===== config.mk =====
export PLATFORM = sky130hd
export DESIGN_NAME = lcd_nibble_framer_number_printer_core
export DESIGN_NICKNAME = d
export VERILOG_FILES = /design/src/rtl/core/lnfp_pkg.sv /design/src/rtl/core/lnfp_div_unit.sv /design/src/rtl/core/lnfp_framer.sv /design/src/rtl/core/lcd_nibble_framer_number_printer_core.sv
export SDC_FILE = /design/constraint.sdc
export NUM_CORES = 1
export LEC_CHECK = 0
export BUFFER_PORTS_ARGS = -buffer_cell sky130_fd_sc_hd__clkbuf_2
export CAP_MARGIN = 40
export CORE_MARGIN = 2
export CORE_UTILIZATION = 60
export CTS_BUF_LIST = sky130_fd_sc_hd__clkbuf_4
export CTS_CLUSTER_DIAMETER = 200
export CTS_CLUSTER_SIZE = 25
export DETAILED_ROUTE_END_ITERATION = 16
export PLACE_DENSITY = 0.86
export SYNTH_ARGS = -nofsm -noshare
export SYNTH_HDL_FRONTEND = slang
export SYNTH_SLANG_ARGS = --single-unit

===== constraint.sdc =====
create_clock -name clk -period 12.85 [get_ports clk]
set_input_delay 0.6425 -clock clk [delete_from_list [all_inputs] [get_ports clk]]
set_output_delay 0.6425 -clock clk [all_outputs]
set_load 0.05 [all_outputs]

===== src/rtl/core/lnfp_pkg.sv =====
// ----------------------------------------------------------------------------
// lnfp_pkg
// shared types, constants and helpers for the lcd nibble framer and number
// printer
// ----------------------------------------------------------------------------
package lnfp_pkg;

  // width of the number taken from the request for the print ops
  localparam int VALUE_WIDTH = 32;

  // digit store: enough for ten decimal digits of a 32-bit number
  localparam int DIGIT_DEPTH = 16;
  localparam int DIGIT_AW    = $clog2(DIGIT_DEPTH);

  // register indexes of the configuration port
  localparam int CFG_IDX_W = 2;
  localparam logic [CFG_IDX_W-1:0] REG_DEVICE_ADDRESS = 2'd0;
  localparam logic [CFG_IDX_W-1:0] REG_BACKLIGHT_ON   = 2'd1;

  localparam logic [7:0] DEVICE_ADDRESS_RST = 8'd78;
  localparam logic       BACKLIGHT_ON_RST   = 1'b1;

  // request op codes
  typedef enum logic [2:0] {
    OP_COMMAND   = 3'd0,
    OP_DATA      = 3'd1,
    OP_CURSOR    = 3'd2,
    OP_PRINT_DEC = 3'd3,
    OP_PRINT_HEX = 3'd4
  } op_t;

  // expander byte control bits
  localparam logic [7:0] EXP_E  = 8'h04;
  localparam logic [7:0] EXP_BL = 8'h08;
  localparam logic [7:0] EXP_RS = 8'h01;

  localparam logic [7:0] CURSOR_CMD = 8'h80;

  // x / 10 == (x * RECIP_10) >> RECIP_SHIFT for every 32-bit x
  localparam logic [31:0] RECIP_10    = 32'hCCCC_CCCD;
  localparam int          RECIP_SHIFT = 35;

  // one character or command handed to the framer
  typedef struct packed {
    logic [7:0] ch;
    logic       rs;
    logic       last;
  } char_req_t;

  function automatic logic [7:0] digit_to_ascii(input logic [3:0] d);
    logic [7:0] ext;
    ext = {4'h0, d};
    if (d < 4'd10) begin
      digit_to_ascii = ext + 8'h30;
    end else begin
      digit_to_ascii = ext + 8'h37;
    end
  endfunction

endpackage


===== src/rtl/core/lnfp_div_unit.sv =====
// ----------------------------------------------------------------------------
// lnfp_div_unit
// shared digit unit: splits a number into its lowest digit and the quotient,
// base 10 through a reciprocal multiply, base 16 through a shift
// ----------------------------------------------------------------------------
module lnfp_div_unit (
  input  logic        clk,
  input  logic        hex,
  input  logic [31:0] num,
  output logic [31:0] quot,
  output logic [3:0]  digit
);

  logic [63:0] prod_r;
  logic [31:0] num_r;
  logic        hex_r;
  logic [31:0] times_ten;

  // operands are taken every cycle, result is valid in the cycle after
  always_ff @(posedge clk) begin
    prod_r <= 64'(num) * 64'(lnfp_pkg::RECIP_10);
    num_r  <= num;
    hex_r  <= hex;
  end

  always_comb begin
    if (hex_r) begin
      quot = {4'h0, num_r[31:4]};
    end else begin
      quot = 32'(prod_r[63:lnfp_pkg::RECIP_SHIFT]);
    end
    times_ten = (quot << 3) + (quot << 1);
    if (hex_r) begin
      digit = num_r[3:0];
    end else begin
      digit = 4'(num_r - times_ten);
    end
  end

endmodule


===== src/rtl/core/lnfp_framer.sv =====
// ----------------------------------------------------------------------------
// lnfp_framer
// turns one character or command into a five-byte expander transaction:
// address, high nibble with and without E, low nibble with and without E
// ----------------------------------------------------------------------------
module lnfp_framer (
  input  logic                  clk,
  input  logic                  rst_n,
  input  logic [7:0]            device_address,
  input  logic                  backlight_on,
  input  logic                  ch_valid,
  output logic                  ch_ready,
  input  lnfp_pkg::char_req_t   ch_req,
  output logic                  out_valid,
  input  logic                  out_ready,
  output logic [7:0]            out_byte,
  output logic                  out_is_address,
  output logic                  out_last
);

  typedef enum logic [2:0] {
    PH_ADDR,
    PH_HI_E,
    PH_HI,
    PH_LO_E,
    PH_LO
  } phase_t;

  phase_t              phase_r, phase_nxt;
  logic                busy_r, busy_nxt;
  lnfp_pkg::char_req_t req_r, req_nxt;
  logic                take;
  logic                done;
  logic [7:0]          ctl;
  logic [7:0]          hi;
  logic [7:0]          lo;

  // last byte leaving lets the next character in on the same edge
  assign done     = busy_r && (phase_r == PH_LO) && out_ready;
  assign ch_ready = !busy_r || done;
  assign take     = ch_valid && ch_ready;

  always_comb begin
    busy_nxt  = busy_r;
    phase_nxt = phase_r;
    req_nxt   = req_r;
    if (take) begin
      busy_nxt  = 1'b1;
      phase_nxt = PH_ADDR;
      req_nxt   = ch_req;
    end else if (done) begin
      busy_nxt = 1'b0;
    end else if (busy_r && out_ready) begin
      case (phase_r)
        PH_ADDR: phase_nxt = PH_HI_E;
        PH_HI_E: phase_nxt = PH_HI;
        PH_HI:   phase_nxt = PH_LO_E;
        PH_LO_E: phase_nxt = PH_LO;
        default: phase_nxt = PH_ADDR;
      endcase
    end
  end

  always_ff @(posedge clk) begin
    if (!rst_n) begin
      busy_r  <= 1'b0;
      phase_r <= PH_ADDR;
    end else begin
      busy_r  <= busy_nxt;
      phase_r <= phase_nxt;
    end
    req_r <= req_nxt;
  end

  always_comb begin
    ctl = (backlight_on ? lnfp_pkg::EXP_BL : 8'h00) |
          (req_r.rs ? lnfp_pkg::EXP_RS : 8'h00);
    hi  = {req_r.ch[7:4], 4'h0};
    lo  = {req_r.ch[3:0], 4'h0};
    out_is_address = 1'b0;
    out_last       = 1'b0;
    case (phase_r)
      PH_ADDR: begin
        out_byte       = device_address;
        out_is_address = 1'b1;
      end
      PH_HI_E: out_byte = hi | ctl | lnfp_pkg::EXP_E;
      PH_HI:   out_byte = hi | ctl;
      PH_LO_E: out_byte = lo | ctl | lnfp_pkg::EXP_E;
      PH_LO: begin
        out_byte = lo | ctl;
        out_last = req_r.last;
      end
      default: out_byte = device_address;
    endcase
  end

  assign out_valid = busy_r;

endmodule


===== src/rtl/core/lcd_nibble_framer_number_printer_core.sv =====
// ----------------------------------------------------------------------------
// lcd_nibble_framer_number_printer_core
// lcd requests to expander bytes: commands, characters, cursor moves and
// unsigned numbers printed in decimal or upper-case hex
// ----------------------------------------------------------------------------
//  channel | signals                                   | direction
//  --------+-------------------------------------------+----------
//  in      | in_valid, in_ready, in_op, in_value       | request in
//  out     | out_valid, out_ready, out_byte,           | bytes out
//          | out_is_address, out_last                  |
//  cfg     | cfg_we, cfg_index, cfg_wdata              | write only
//
// a command, character or cursor move frees the input once the framer takes it;
// its 5 bytes leave one per cycle while out_ready is high.
// a print runs each digit through the shared divide unit (S_DIV, S_DIGIT),
// then reads the digits back highest first and sends 5 bytes per digit.
// reset restores device_address 78 and backlight on; no clearing pass.
// out_ready low holds the current byte and stalls the whole sequence.
// ----------------------------------------------------------------------------
module lcd_nibble_framer_number_printer_core (
  input  logic                              clk,
  input  logic                              rst_n,
  input  logic                              in_valid,
  output logic                              in_ready,
  input  logic [2:0]                        in_op,
  input  logic [31:0]                       in_value,
  output logic                              out_valid,
  input  logic                              out_ready,
  output logic [7:0]                        out_byte,
  output logic                              out_is_address,
  output logic                              out_last,
  input  logic                              cfg_we,
  input  logic [lnfp_pkg::CFG_IDX_W-1:0]    cfg_index,
  input  logic [7:0]                        cfg_wdata
);

  typedef enum logic [2:0] {
    S_IDLE,
    S_CHAR,
    S_DIV,
    S_DIGIT,
    S_RD,
    S_SEND
  } state_t;

  state_t                             state_r, state_nxt;
  logic [7:0]                         device_address_r;
  logic                               backlight_on_r;
  logic [7:0]                         ch_r, ch_nxt;
  logic                               rs_r, rs_nxt;
  logic                               hex_r, hex_nxt;
  logic [lnfp_pkg::VALUE_WIDTH-1:0]   num_r, num_nxt;
  logic [lnfp_pkg::DIGIT_AW-1:0]      cnt_r, cnt_nxt;
  logic [lnfp_pkg::DIGIT_AW-1:0]      idx_r, idx_nxt;
  logic [3:0]                         digit_r;
  logic [3:0]                         digit_mem [lnfp_pkg::DIGIT_DEPTH];

  logic [31:0]                        quot;
  logic [3:0]                         digit;
  logic [lnfp_pkg::VALUE_WIDTH-1:0]   quot_trunc;
  logic                               ch_valid;
  logic                               ch_ready;
  lnfp_pkg::char_req_t                ch_req;

  assign in_ready   = (state_r == S_IDLE);
  assign quot_trunc = quot[lnfp_pkg::VALUE_WIDTH-1:0];

  lnfp_div_unit u_div (
    .clk   (clk),
    .hex   (hex_r),
    .num   (32'(num_r)),
    .quot  (quot),
    .digit (digit)
  );

  always_comb begin
    state_nxt = state_r;
    ch_nxt    = ch_r;
    rs_nxt    = rs_r;
    hex_nxt   = hex_r;
    num_nxt   = num_r;
    cnt_nxt   = cnt_r;
    idx_nxt   = idx_r;
    ch_valid  = 1'b0;
    ch_req    = '{ch: ch_r, rs: rs_r, last: 1'b1};
    case (state_r)
      S_IDLE: begin
        if (in_valid) begin
          case (in_op)
            lnfp_pkg::OP_COMMAND: begin
              ch_nxt    = in_value[7:0];
              rs_nxt    = 1'b0;
              state_nxt = S_CHAR;
            end
            lnfp_pkg::OP_DATA: begin
              ch_nxt    = in_value[7:0];
              rs_nxt    = 1'b1;
              state_nxt = S_CHAR;
            end
            lnfp_pkg::OP_CURSOR: begin
              ch_nxt    = in_value[7:0] | lnfp_pkg::CURSOR_CMD;
              rs_nxt    = 1'b0;
              state_nxt = S_CHAR;
            end
            lnfp_pkg::OP_PRINT_DEC, lnfp_pkg::OP_PRINT_HEX: begin
              num_nxt   = in_value[lnfp_pkg::VALUE_WIDTH-1:0];
              hex_nxt   = (in_op == lnfp_pkg::OP_PRINT_HEX);
              cnt_nxt   = '0;
              state_nxt = S_DIV;
            end
            default: state_nxt = S_IDLE;
          endcase
        end
      end
      S_CHAR: begin
        ch_valid = 1'b1;
        if (ch_ready) begin
          state_nxt = S_IDLE;
        end
      end
      // divide unit samples num_r here, result shows next cycle
      S_DIV: state_nxt = S_DIGIT;
      S_DIGIT: begin
        num_nxt = quot_trunc;
        cnt_nxt = cnt_r + 1'b1;
        if (quot_trunc == '0) begin
          idx_nxt   = cnt_r;
          state_nxt = S_RD;
        end else begin
          state_nxt = S_DIV;
        end
      end
      S_RD: state_nxt = S_SEND;
      S_SEND: begin
        ch_valid = 1'b1;
        ch_req   = '{ch: lnfp_pkg::digit_to_ascii(digit_r), rs: 1'b1,
                     last: (idx_r == '0)};
        if (ch_ready) begin
          if (idx_r == '0) begin
            state_nxt = S_IDLE;
          end else begin
            idx_nxt   = idx_r - 1'b1;
            state_nxt = S_RD;
          end
        end
      end
      default: state_nxt = S_IDLE;
    endcase
  end

  always_ff @(posedge clk) begin
    if (!rst_n) begin
      state_r          <= S_IDLE;
      device_address_r <= lnfp_pkg::DEVICE_ADDRESS_RST;
      backlight_on_r   <= lnfp_pkg::BACKLIGHT_ON_RST;
    end else begin
      state_r <= state_nxt;
      if (cfg_we && cfg_index == lnfp_pkg::REG_DEVICE_ADDRESS) begin
        device_address_r <= cfg_wdata;
      end
      if (cfg_we && cfg_index == lnfp_pkg::REG_BACKLIGHT_ON) begin
        backlight_on_r <= cfg_wdata[0];
      end
    end
    ch_r  <= ch_nxt;
    rs_r  <= rs_nxt;
    hex_r <= hex_nxt;
    num_r <= num_nxt;
    cnt_r <= cnt_nxt;
    idx_r <= idx_nxt;
  end

  // digits are stored lowest first and read back highest first
  always_ff @(posedge clk) begin
    if (state_r == S_DIGIT) begin
      digit_mem[cnt_r] <= digit;
    end
    if (state_r == S_RD) begin
      digit_r <= digit_mem[idx_r];
    end
  end

  lnfp_framer u_framer (
    .clk            (clk),
    .rst_n          (rst_n),
    .device_address (device_address_r),
    .backlight_on   (backlight_on_r),
    .ch_valid       (ch_valid),
    .ch_ready       (ch_ready),
    .ch_req         (ch_req),
    .out_valid      (out_valid),
    .out_ready      (out_ready),
    .out_byte       (out_byte),
    .out_is_address (out_is_address),
    .out_last       (out_last)
  );

endmodule

==> flow_summary.ini <==
[setup_path]
critical_path_peak_fanout = 6
worstPathRequired_ns = 13.47
rr_startpoint = num_r[19]$_DFFE_PP_
crit_path_end_kind = register
arr_time_crit_path_ns = 9.07
timing.setup.critical_path_class = reg2reg
timing.critical_path.from_type = register
setup.worst_path.start = num_r[19]$_DFFE_PP_

[global_route]
grt_first_pass_wirelength_um = 104000
grt_util_all_layers = 0.318
grt_pass1_vias = 17837
grt_antenna_before_repair = 3
globalRouteOverflowTotal = 0
maximum_number_of_pins_on_one_net_before_global_route_repair = 67

[placement]
dp_hpwl_um = 58200
port_buffers = 61
final_weighted_congestion_of_routability_driven_global_placement = 1.07

[sta]
final-max-slew-violation-count = 0
max_freq_mhz = 118
final_period_minus_worst_setup_slack_ns = 8.45
setup_tns_final_ns = 0
finalCritPeriodShare = 0.657
number_of_endpoints_with_negative_hold_slack_in_the_final_report = 0
setup_violations = 0
worstMarginPinSlew_ns = 0.801
setup_repair_after_global_routing_missed_its_margin = false
clock-skew-final_ns = 0.0404
timing.slew.headroom = 0.459

[worst_hold_path]
hold_start = cfg_wdata[3]
hold_path_class = in2reg

[clock_network]
cts.root.buffer_cell = clkbuf_4
post_cts_buffers = 0
clock_tree.buffer_depth = 3
quantity_of_gates_resized_following_cts = 0
clock_latency_ns = 0.67
cts-buffers-inserted = 12
cts_tree = done
cts_stage_hold_buffer_count = 0
worst_setup_hold_path_clk_slew_ns = 0.29
cts_num_sinks = 206
ctsHtreeMaxLevel = 1

[drt]
route.antenna.remaining_nets = 0
routed_wirelength_um = 66400
drt_first_iter_violations = 1707
first_pass_iters = 7
routed-via-count = 16761
routed_via_density = 5.83
routed_wire_length_per_instance_um = 23.1
route.detailed.drc = 0

[die]
floorplan.die.height_um = 207
std_cell_rows = 74
initial_utilization = 0.608
fp.dieW_um = 207
fp.coreArea_sq_mm = 0.0408
design.portCount = 62
dieArea_sq_mm = 0.0430

[flow_run]
drv.max_cap_violation_count = 0

[final_layout]
area_growth_pct = 4.28
drive_gt1_frac = 0.0598
filler_cell_count = 3171
nNetsFinal = 3128

[status]
run_status = complete, no violations

[synth]
async_flop_share = 0
netlist_top_cells_area = fa_1 31%, ha_1 18%, edfxtp_1 15%
syn_nets = 3085
synth_edf_count = 128
syn-mean-instance-area_sq_um = 10.8
yosysSeqAreaShare = 0.218
synth_cells = 2292
yosys_register_bits = 206
number_of_warnings_printed_during_yosys_synthesis = 0
synth-main-ff-cell = edfxtp_1
synth_cell_type_count = 71
mappedNetlistArea_sq_mm = 0.0248
synth_largest_type_area_fraction = 0.311
synthDominantAreaCellType = fa_1
==> sequential cells by signal (all words and copies together) (netlist names), 8 cells and up <==
| signal | flops |
|---|---|
| u_div.prod_r | 31 |
| digit_mem | 64 |
| ch_r | 8 |
| u_div.num_r | 30 |
| num_r | 32 |
| device_address_r | 8 |
==> metrics by stage <==
stage | instances | setup slack (ns) | hold WS (ns) | instance area [sq um] | util
2_1_floorplan | 2292 | 6.45 | 0.323 | 24800 | -
3_3_place_gp | 2847 | 4.58 | 0.347 | 25600 | 0.628
3_5_place_dp | 2853 | 4.65 | 0.339 | 25700 | 0.629
4_1_cts | 2873 | 4.52 | 0.151 | 25900 | 0.633
5_1_grt | 2875 | 4.45 | 0.126 | 25900 | 0.634
6_report | 2875 | 4.40 | 0.161 | 25900 | 0.634
==> cell usage after synthesis (all sizes together), types with 8 or more instances <==
library cell and number:
mux4 8, xnor2 39, o21bai 11, nand2 109, mux2i 53, a211oi 11, o21ai 82, a21oi 67
ha 357, nor2 56, buf 12, nor2b 12, nor3b 8, xor2 47, inv 552, and2 32
nand4 18, fa 386, nor3 20, edfxtp 128, nand3 18, clkbuf 31, nor4 16, o22ai 10
dfxtp 78, a21o 49
==> path summary, 6_finish.rpt <==
check	slack [ns]	to	depth (start not counted)
hold reg to reg	0.41	u_div.hex_r$_DFF_P_	0
hold / removal	0.16	device_address_r[3]$_SDFFE_PN1P_	3
setup reg to reg	4.40	u_div.prod_r[60]$_DFF_P_	22
setup / recovery	4.40	u_div.prod_r[60]$_DFF_P_	22
==> layout by cell type, fill, tap and decap left out, types with 10 or more instances in the layout <==
cell type,n
nand4_1,17
o21ai_1,10
nor2_1,55
mux2i_1,53
clkbuf_4,19
a21oi_1,64
nor4_1,14
nand2_1,109
o21ai_0,72
a21o_1,49
nor2b_1,12
xor2_1,47
xnor2_1,39
edfxtp_1,128
nor3_1,18
and2_1,32
clkbuf_2,61
inv_1,552
ha_1,357
nand3_1,18
fa_1,386
dfxtp_1,77
==> layer usage <==
metal / GRT usage / wire, um
met2: 0.515 / 30800
met3: 0.0395 / 4870
met1: 0.420 / 26000
met5: 0 / 12
met4: 0.176 / 4630
==> critical path: stages, from the launching register on <==
cell and delay [ns]:
edfxtp_1 0.63, ha_1 0.66, inv_1 0.17, fa_1 0.54, inv_1 0.05, fa_1 0.49
inv_1 0.05, fa_1 0.55, inv_1 0.08, fa_1 0.59, fa_1 0.51, fa_1 0.54
fa_1 0.58, ha_1 0.54, inv_1 0.14, nor3_2 0.54, nand4_1 0.25, a31oi_2 0.45
nor3_2 0.24, a31oi_4 0.29, o22ai_4 0.15, o21ai_1 0.19, xor2_1 0.15
==> cell type report <==
type,count,area (sq um),share of cell area
Antenna cell,2,5.00,0.000193
Clock buffer,19,143,0.00551
Clock inverter,1,20.0,0.000774
Inverter,552,2070,0.0801
Multi-Input combinational cell,1491,17200,0.663
Sequential cell,206,5410,0.209
Tap cell,532,666,0.0257
Timing Repair Buffer,72,398,0.0154
==> logic make-up after synthesis <==
family                   after synthesis  share of synthesized area
flip-flops                           206                      0.218
XOR/XNOR                              86                     0.0304
multiplexers                          67                     0.0314
buffers and inverters                595                     0.0904
AO/OA/AOI/OAI                        274                     0.0731
adder cells (fa/ha/maj)              743                      0.492
AND/OR/NAND/NOR                      321                     0.0654
Power is not shown: default switching activity piles up to over one toggle a cycle in this logic, so the estimate is an artifact.
